### config.mk
export PLATFORM = sky130hd
export DESIGN_NAME = ptl_ram
export DESIGN_NICKNAME = d
export VERILOG_FILES = /design/src/sv/ptl_ram.sv
export SDC_FILE = /design/constraint.sdc
export NUM_CORES = 2
export LEC_CHECK = 0
export ABC_AREA = 1
export BUFFER_PORTS_ARGS = -buffer_cell sky130_fd_sc_hd__buf_2
export CELL_PAD_IN_SITES_DETAIL_PLACEMENT = 1
export CELL_PAD_IN_SITES_GLOBAL_PLACEMENT = 1
export CORE_MARGIN = 2
export CORE_UTILIZATION = 50
export DETAILED_ROUTE_END_ITERATION = 8
export PLACE_DENSITY = 0.82
export SLEW_MARGIN = 20
export SYNTH_ARGS = -nofsm -noshare
export SYNTH_HDL_FRONTEND = slang
export SYNTH_SLANG_ARGS = --single-unit
### constraint.sdc
create_clock -name clk -period 2 [get_ports clk]
set_input_delay 0.1 -clock clk [delete_from_list [all_inputs] [get_ports clk]]
set_output_delay 0.1 -clock clk [all_outputs]
set_load 0.05 [all_outputs]
### src/sv/ptl_ram.sv
// ----------------------------------------------------------------------------
// ptl_ram
// generic one-write one-read ram with registered read data
// ----------------------------------------------------------------------------
`timescale 1ns / 1ps
`default_nettype none
module ptl_ram #(
	parameter int WIDTH = 8,
	parameter int DEPTH = 256
) (
	input  wire logic                     clk,
	input  wire logic                     we,
	input  wire logic [$clog2(DEPTH)-1:0] waddr,
	input  wire logic [WIDTH-1:0]         wdata,
	input  wire logic [$clog2(DEPTH)-1:0] raddr,
	output logic      [WIDTH-1:0]         rdata
);

	logic [WIDTH-1:0] mem [DEPTH];

	always_ff @(posedge clk) begin
		if (we) begin
			mem[waddr] <= wdata;
		end
		rdata <= mem[raddr];
	end

endmodule
`default_nettype wire

==> flow_metrics.py <==
metrics = {
    "setup_path": {
        "crit_chain": "nand2_1, nand3_1, nand3_1, nand3_1, nand3_1, nand3_1, nand3_2, nand2_1, nand2_1, nand2_1",
        "worstSetupEndpointType": "flip-flop",
        "cp_common_cell": "nand3_1",
        "required_ns": 2.78,
        "criticalPathCategory": "flip-flop to flip-flop",
        "slowest_delay_ns": 0.40,
        "cp-start-kind": "flip-flop",
        "cpMaxStageDelayCell": "edfxtp_1",
        "worstPathArrival_ns": 2.73,
        "crit_fanout": 1,
    },
    "synth": {
        "syn_area_per_cell_um2": 11.91,
        "yosys_register_bits": 2056,
        "syn_nets": 7029,
        "yosysWarnings": 0,
        "ys_top_cells_by_area": "edfxtp_1, nand3_1, nand2_1",
        "yosys.area.top_type": "edfxtp_1",
        "syn_inst": 7003,
        "synth_cell_types": 14,
        "yosysSeqAreaShare_pct": 73.94,
        "netlist_area_um2": 83400,
        "synth_top_area_share_pct": 73.74,
    },
    "timing": {
        "clock-skew-final_ns": 0.04047,
        "max_slew_margin_pct": 51.39,
        "fmax_mhz": 510.4,
        "setup_viol": 0,
        "finalHoldViolCount": 0,
        "slew_violations": 0,
        "period_share_pct": 97.96,
        "tightest_slew_ns": 0.7291,
        "fin_crit_ns": 1.959,
        "final.setup.worst_slack_ns": 0.04075,
    },
    "detailed_routing": {
        "routed_wl_mm": 300.7,
        "viasPerCell": 6.502,
        "dr.pass1.iters": 6,
        "wl_per_cell_um": 30.78,
        "drt_iter0_markers": 9123,
        "antenna_left": 0,
        "drc_errors": 0,
        "vias": 63520,
    },
    "place": {
        "hpwl_mm": 174.2,
        "portBuffers": 33,
        "pre_cts_slack_ns": -0.6620,
        "place_congestion": 0.9026,
        "place_area_um2": 90640,
    },
    "clocking": {
        "cts.sinks": 2056,
        "cts-buffers-inserted": 199,
        "clk_pin_slew_ns": 0.07,
        "clk_path_buf_depth": 3,
        "cts_setup_buffers": 0,
        "cts-root-buf": "clkbuf_16",
        "cts_tree": "done",
        "htree_num_levels": 4,
        "clock_latency_ns": 0.88,
    },
    "pwr": {
        "total_leakage_power_nw": 34.90,
        "finalPower_mw": 93.06,
        "power_switching_mw": 21.94,
        "swShare_pct": 23.58,
        "comb_power_share_pct": 7.3,
        "pwr-share-clk_pct": 41.6,
        "power.internal_mw": 71.12,
        "max-vdd-ir-drop_uv": 1054,
        "powerDensity_nw_per_um2": 956.3,
        "seqPwrFrac_pct": 51.1,
    },
    "grt": {
        "grt_pass1_vias": 66730,
        "grt_max_degree": 107,
        "grtUsageTotal_pct": 35.26,
        "antenna_found_initial": 17,
        "overflow": 0,
        "grt_pass1_wl_mm": 441.0,
    },
    "cells_and_area": {
        "drive_gt1_share_pct": 12.80,
        "final_net_count": 7429,
        "stdcell_area_um2": 97310,
        "areaGrowthSynthToFinish_pct": 16.68,
        "fill_cells": 16360,
        "final_cell_mix": "nand2_1, edfxtp_1, nand3_1",
        "mostFrequentLayoutCell": "nand2_1",
    },
    "run": {
        "cap_violations": 0,
    },
    "die": {
        "rows": 149,
        "dieArea_um2": 170100,
        "die_height_um": 412.4,
        "core_area_um2": 165400,
        "start_util_pct": 50.43,
        "die_w_um": 412.4,
        "io_pins": 34,
    },
    "outcome": {
        "run_status": "finished, final reports clean",
    },
    "min_path": {
        "hold_path_class": "primary input to flip-flop",
    },
}
[layout make-up]
type,count,area [um2],area share (%)
Clock buffer,249,5261,5.407
Clock inverter,112,1214,1.247
Tap cell,2189,2739,2.815
Inverter,39,180.2,0.1852
Timing Repair Buffer,682,7012,7.206
Sequential cell,2056,61660,63.37
Antenna cell,18,45.04,0.04629
Multi-Input combinational cell,4425,19200,19.73
[logic make-up after synthesis]
logic type	count (synthesis)	share of synthesized area (%)
buffers and inverters	522	3.119
flip-flops	2056	73.94
AND/OR/NAND/NOR	4425	22.95
[power groups by stage]
stage	logic, mW	registers (mW)	clock network [mW]
floorplan	2.93	48.5	0
detailed placement	6.35	48.5	0
finish	6.82	47.5	38.7
global route	7.07	47.5	40.0
CTS	6.60	47.5	38.7
global placement	6.03	48.4	0
[final timing paths]
path | slack [ns] | to | depth (start not counted) | start
worst max-delay path | 0.04 | rdata[0] | 10 | mem[68][0]
worst min-delay path | 0.09 | rdata[0] | 7 | raddr[5]
worst max register to register | 0.04 | rdata[0] | 10 | mem[68][0]
worst min register to register | 1.07 | rdata[0] | 10 | mem[168][0]
[routing by layer]
layer	up-vias	GRT usage, %	routed length (um)	share of wire [%]
met3	1255	8.026	32810	11
met5	-	0	78	0.026
met1	31700	42.68	102400	34
met2	4875	57.32	145100	48
li1	25680	-	-	-
met4	12	22.18	20360	6.8
[cells in the mapped netlist]
cell / instances
inv_1: 36
dfxtp_1: 8
buf_4: 46
buf_8: 1
nand3_1: 2019
inv_4: 1
buf_2: 268
edfxtp_1: 2048
nor2_1: 283
buf_1: 40
nand2_1: 2123
buf_6: 16
inv_2: 2
clkbuf_1: 112
[critical path: cells and delay by family (launching register included)]
family	cells	cell delay (ns)
AND/OR/NAND/NOR	10	1.46
flip-flops	1	0.40
[state kept, by name (all words and copies together), names as in the netlist]
signal	flops
rdata	8
mem	2048
[stage by stage]
stage	setup TNS [ns]	util [%]	hold WS [ns]	std cells
6_report	0	58.84	0.08949	9770
5_1_grt	-0.01818	58.82	0.08341	9752
4_1_cts	0	58.79	0.04788	9752
3_5_place_dp	-4.744	54.81	0.4071	9382
3_3_place_gp	-4.335	54.81	0.3970	9382
2_1_floorplan	0	-	0.1989	7003
[what timing repair did]
action,4_1_cts,5_1_grt
endpoints found under the hold margin,1928,0
endpoints found under the setup margin,3,7
hold buffers,9,0
resized for setup,3,10
Power figures use the tool's default switching activity.
