===== src/sv/ptl_pkg.sv =====
// ----------------------------------------------------------------------------
// ptl_pkg
// shared types and constants of the paged translation block
// ----------------------------------------------------------------------------
`timescale 1ns / 1ps
`default_nettype none
package ptl_pkg;

	localparam int DEF_PROCESSES = 4;
	localparam int DEF_FRAMES    = 256;
	localparam int DEF_PAGES     = 65536;

	localparam int PROC_W  = 2;
	localparam int PAGE_W  = 16;
	localparam int OFS_W   = 16;
	localparam int REF_W   = 8;
	localparam int FIDX_W  = 8;
	localparam int PSLOTS  = 4;

	localparam logic [REF_W-1:0] REF_MAX      = 8'd255;
	localparam logic [15:0]      TOTAL_MAX    = 16'hFFFF;
	localparam logic [7:0]       PERIOD_RESET = 8'd5;

	typedef enum logic {OP_ACCESS = 1'b0, OP_EXIT = 1'b1} op_t;

	typedef struct packed {
		logic [PAGE_W-1:0] page;
		logic [PROC_W-1:0] owner;
		logic              busy;
		logic              dirty;
		logic [REF_W-1:0]  refs;
	} fe_t;

	typedef struct packed {
		logic              free_found;
		logic [FIDX_W-1:0] free_idx;
		logic [FIDX_W-1:0] best_idx;
		fe_t               best;
	} vic_t;

endpackage
`default_nettype wire


===== src/sv/ptl_victim.sv =====
// ----------------------------------------------------------------------------
// ptl_victim
// tracks the first free frame and the lfu victim over a frame scan
// ----------------------------------------------------------------------------
`timescale 1ns / 1ps
`default_nettype none
module ptl_victim (
	input  wire logic                          clk,
	input  wire logic                          arst_n,
	input  wire logic                          start,
	input  wire logic                          dv,
	input  wire logic [ptl_pkg::FIDX_W-1:0]    idx,
	input  wire ptl_pkg::fe_t                  ent,
	input  wire logic [ptl_pkg::PROC_W-1:0]    proc,
	input  wire logic [ptl_pkg::PSLOTS-1:0]    dead,
	output ptl_pkg::vic_t                      vic
);
	import ptl_pkg::*;

	logic              dead_hit_q;
	logic              free_found_q;
	logic [FIDX_W-1:0] free_idx_q;
	logic [FIDX_W-1:0] best_idx_q;
	fe_t               best_q;
	logic              better;

	always_comb begin
		vic.free_found = free_found_q;
		vic.free_idx   = free_idx_q;
		vic.best_idx   = best_idx_q;
		vic.best       = best_q;
	end

	always_comb begin
		better = (ent.refs < best_q.refs) ||
			(ent.refs == best_q.refs && !ent.dirty && best_q.dirty) ||
			(ent.refs == best_q.refs && ent.dirty == best_q.dirty && ent.owner == proc);
	end

	always_ff @(posedge clk or negedge arst_n) begin
		if (!arst_n) begin
			free_found_q <= 1'b0;
			dead_hit_q   <= 1'b0;
		end else if (start) begin
			free_found_q <= 1'b0;
			dead_hit_q   <= 1'b0;
		end else if (dv) begin
			if (!free_found_q && !ent.busy) begin
				free_found_q <= 1'b1;
			end
			if (!dead_hit_q && dead[ent.owner]) begin
				dead_hit_q <= 1'b1;
			end
		end
	end

	always_ff @(posedge clk) begin
		if (dv) begin
			if (!free_found_q && !ent.busy) begin
				free_idx_q <= idx;
			end
			if (!dead_hit_q && (dead[ent.owner] || idx == '0 || better)) begin
				best_q     <= ent;
				best_idx_q <= idx;
			end
		end
	end

endmodule
`default_nettype wire


===== config.mk =====
export PLATFORM = sky130hd
export DESIGN_NAME = ptl_victim
export DESIGN_NICKNAME = d
export VERILOG_FILES = /design/src/sv/ptl_pkg.sv /design/src/sv/ptl_victim.sv
export SDC_FILE = /design/constraint.sdc
export NUM_CORES = 1
export LEC_CHECK = 0
export ABC_AREA = 1
export BUFFER_PORTS_ARGS = -buffer_cell sky130_fd_sc_hd__buf_2
export CAP_MARGIN = 20
export CORE_MARGIN = 2
export CORE_UTILIZATION = 40
export CTS_CLUSTER_DIAMETER = 40
export CTS_CLUSTER_SIZE = 12
export DETAILED_ROUTE_END_ITERATION = 7
export HOLD_SLACK_MARGIN = 0.1
export PLACE_DENSITY_LB_ADDON = 0.2
export SYNTH_ARGS = -nofsm -noshare
export SYNTH_HDL_FRONTEND = slang
export SYNTH_SLANG_ARGS = --single-unit

===== constraint.sdc =====
create_clock -name clk -period 2.3 [get_ports clk]
set_input_delay 0.46 -clock clk [delete_from_list [all_inputs] [get_ports clk]]
set_output_delay 0.46 -clock clk [all_outputs]
set_load 0.02 [all_outputs]

==> run summary <==
The logs give 278 for the net total in the final layout and 2 for the number of H-tree levels. The run gives 3.36 mm as the total wire length after detailed routing. Most used flip-flop cell after synthesis: edfxtp_1. For the number of iterations in the first detailed-routing pass, the log shows 4. The time the worst path needs with I/O delays and setup is 1.93 ns, and the vertical die dimension is 70.6 um. The post-synthesis async set-or-reset flop share is 4.35%.

The tools report the slack of the critical path as 0.373 ns. Sorting the synthesized cells by area gives the leading types as edfxtp_1 74%, ha_1 5.6%, inv_1 4.6%. Counting instances in the post-synthesis netlist gives the leading cell types as 44 x edfxtp_1, 22 x inv_1, 22 x nand2_1.

For the overall via count from detail_route, the log shows 1228. The most frequently used cell type in the post-synthesis netlist is edfxtp_1. The count of pins on the block boundary is 91, and the portion of the clock cycle consumed by the worst path in the final layout is 83.8%.

After detailed placement, the total cell area comes to 2320 um^2. In this run the biggest area consumer among cell types represents 74.4% of the synthesized area. The growth of design area from synthesis to finish is 36.1%, and the number of cells in the design after placement is 268. After global routing the overflow that remains totals 0. Entering global routing, the biggest net connects 18 pins. A synthesized cell averages 14.3 um^2.

Clock-pin slew was measured on the worst setup and hold paths at 0.08 ns. The reported max-cap violation count is 0, and the transition time at the pin with the least slew margin is 0.698 ns. Counting instances, the worst hold path has a depth of 2.

IR analysis of the VDD net gives a maximum drop of 0.300 mV. For this run, global-route usage on met3 was measured as 4.56%. The share of the core filled with cells in the final layout was 55.9%.

The run gives 0 as the number of diodes added for antenna fixing. The flow ran to the end, and the final reports show no timing, DRC or antenna violations. The longest clock path from root to sink contains 2 buffers. The run gives 0 as the hold violation total from the final report. The synthesized design spends more area on one cell type than any other, namely edfxtp_1. Adding up every negative setup slack in the final design gives 0 ns.

STA puts the critical path data required time at 2.36 ns. In this run the core area contains 24 standard-cell rows. In the routed layout, each cell is associated on average with a via count of 4.43. The number of gates given a new drive strength after cts was 0.

The placeable core area was 4320 um^2; the number of instances in the synthesized netlist was 124. Detailed placement finished with a half-perimeter wire length of 2.69 mm. Leaving out filler cells and counting taps, the final layout contains 277.

The root buffer cell chosen for the clock tree is clkbuf_8. Counting flops and latches in the post-synthesis netlist gives 46. The routing usage on met2 is 22.5%.

The layer with the highest usage was met2. Once detail routing completed, the nets flagged for antenna violations numbered 0. Number of antenna violations at the first check in global routing: 0. Routability-driven placement finished with a final weighted congestion of 0.672. Static timing analysis puts the maximum clock frequency at 519 MHz. For the worst-skew pair, the clock arrives at the later sink with an insertion delay of 0.29 ns. The max-slew violation count is 0. TritonCTS built the clock tree. In the final layout, the share of cells above drive strength 1 is 45.3%. The number of flops mapped to enable cells by yosys works out to 44. The global-route total usage across every layer is 13.8%, and the floorplan die width is 70.6 um. For the full die area, the log shows 4990 um^2. The tools report the nature of the critical path endpoint as a flop. The number of cells on the worst reg-to-reg path works out to 12. The worst pin sits at a relative slew slack of 53.3%. The worst setup path is launched from a flop.

The run gives 0 as the number of synthesis warnings. Setup repair after global routing left no endpoint under its margin. Input and output buffers added on the ports amount to 90.

For the number of clock sinks seen by CTS, the log shows 46. The total power density per cell area came out at 722 nW/um^2. The layout filler cell count is 391. Prior to clock tree synthesis, the placed netlist has a worst setup slack of 0.172 ns.

For this design the static power due to leakage is 1.13 nW. The run gives 1196 as the via count of the first global-routing pass. At the worst endpoint, the arrival time is 1.98 ns.

The post-route standard cell area excluding fillers came out at 2420 um^2. The tools report the effective utilization at floorplan as 41.1%. The class of the worst hold path is input pin to flop. The tools report the final-report setup violation count as 0.

Yosys mapped the design onto 15 distinct sky130hd cell types. After layout, the design draws a total of 1.75 mW. The detailed router finished its first iteration with 82 violations. The first global-routing pass estimated 5.26 mm of wire. The setup path with the least slack is of type flop to flop. The tools report the setup clock skew after layout as 0.00647 ns. The register area share after synthesis is 77.2%, and the routing usage on met1 is 16.6%. The top fanout value on the critical path is 11, and the routed length per instance is 12.1 um. The synthesized netlist occupies a cell area of 1780 um^2. In the routed design, unresolved DRC markers number 0. The number of CTS-inserted buffers is 5, and the final hold slack is 0.325 ns. Synthesized net count: 178.
cells in the final DEF (no fill, tap or decap):
cell           instances
or2_0                  1
buf_2                 90
buf_12                 1
ha_1                   8
a21oi_1                4
clkbuf_8               5
nand3_1                2
nand2_1               22
edfxtp_1              44
nor2_1                10
or2_2                  2
dfrtp_1                2
xnor2_1                2
clkinvlp_4             1
inv_1                 21
a21o_1                 1
buf_4                  2
dlygate4sd3_1          1
nand4_1                1
clkinv_1               2
clkinv_4               1
nand3b_1               2
report_power, final:
| group | leakage, nW | switching (mW) | internal [mW] | total, mW |
|---|---|---|---|---|
| sequential | 0.442 | 0.0162 | 0.990 | 1.01 |
| clock | 0.0432 | 0.254 | 0.208 | 0.463 |
| combinational | 0.647 | 0.172 | 0.106 | 0.278 |
| total | 1.13 | 0.443 | 1.30 | 1.75 |
path summary, 6_finish.rpt:
check	slack [ns]	startpoint	endpoint
max	0.37	vic[3]	vic[11]
min	0.32	start	free_found_q
max reg2reg	0.37	vic[3]	vic[11]
min reg2reg	0.52	dead_hit_q	dead_hit_q
max in group asynchronous	1.74	arst_n	free_found_q
min in group asynchronous	0.47	arst_n	dead_hit_q
flip-flops by register name (all words and copies together), names as in the netlist:
signal,flops
dead_hit_q,1
free_found_q,1
free_idx_q,8
best_idx_q,8
vic,28
worst max-delay path, stage by stage (launching register included):
cell,delay [ns]
edfxtp_1,0.36
inv_1,0.05
ha_1,0.28
nand2_1,0.05
inv_1,0.06
nand2_1,0.05
nand2_1,0.06
nand2_1,0.05
nand2_1,0.05
nand3_1,0.06
nand2_1,0.10
clkinvlp_4,0.27
buf_4,0.26
routing by layer:
| metal | wire length, um | vias to the layer above |
|---|---|---|
| li1 | - | 613 |
| met1 | 1410 | 549 |
| met2 | 1560 | 62 |
| met3 | 361 | 4 |
| met4 | 26 | 0 |
| met5 | 0 | - |
timing repair:
item	in CTS	in global routing
endpoints found under the hold margin	2	0
hold buffers	1	0
buffers inserted	0	0
cells by family after synthesis:
| family | count (synthesis) | synth area share (%) |
|---|---|---|
| compound gates | 5 | 1.55 |
| xor+xnor | 2 | 0.986 |
| fa+ha+maj | 8 | 5.63 |
| buf+inv | 23 | 5.07 |
| flops | 46 | 77.2 |
| simple gates | 40 | 9.58 |
cell type report:
cell class | instances | area (um^2) | share of cell area (%)
clock buffers | 5 | 68.8 | 2.85
clock inverters | 3 | 16.3 | 0.673
inverters | 22 | 86.3 | 3.57
multi-input cells | 55 | 315 | 13.0
flip-flops and latches | 46 | 1370 | 56.7
well taps | 52 | 65.1 | 2.69
repair buffers | 94 | 495 | 20.5
(Power assumes the default switching activity.)
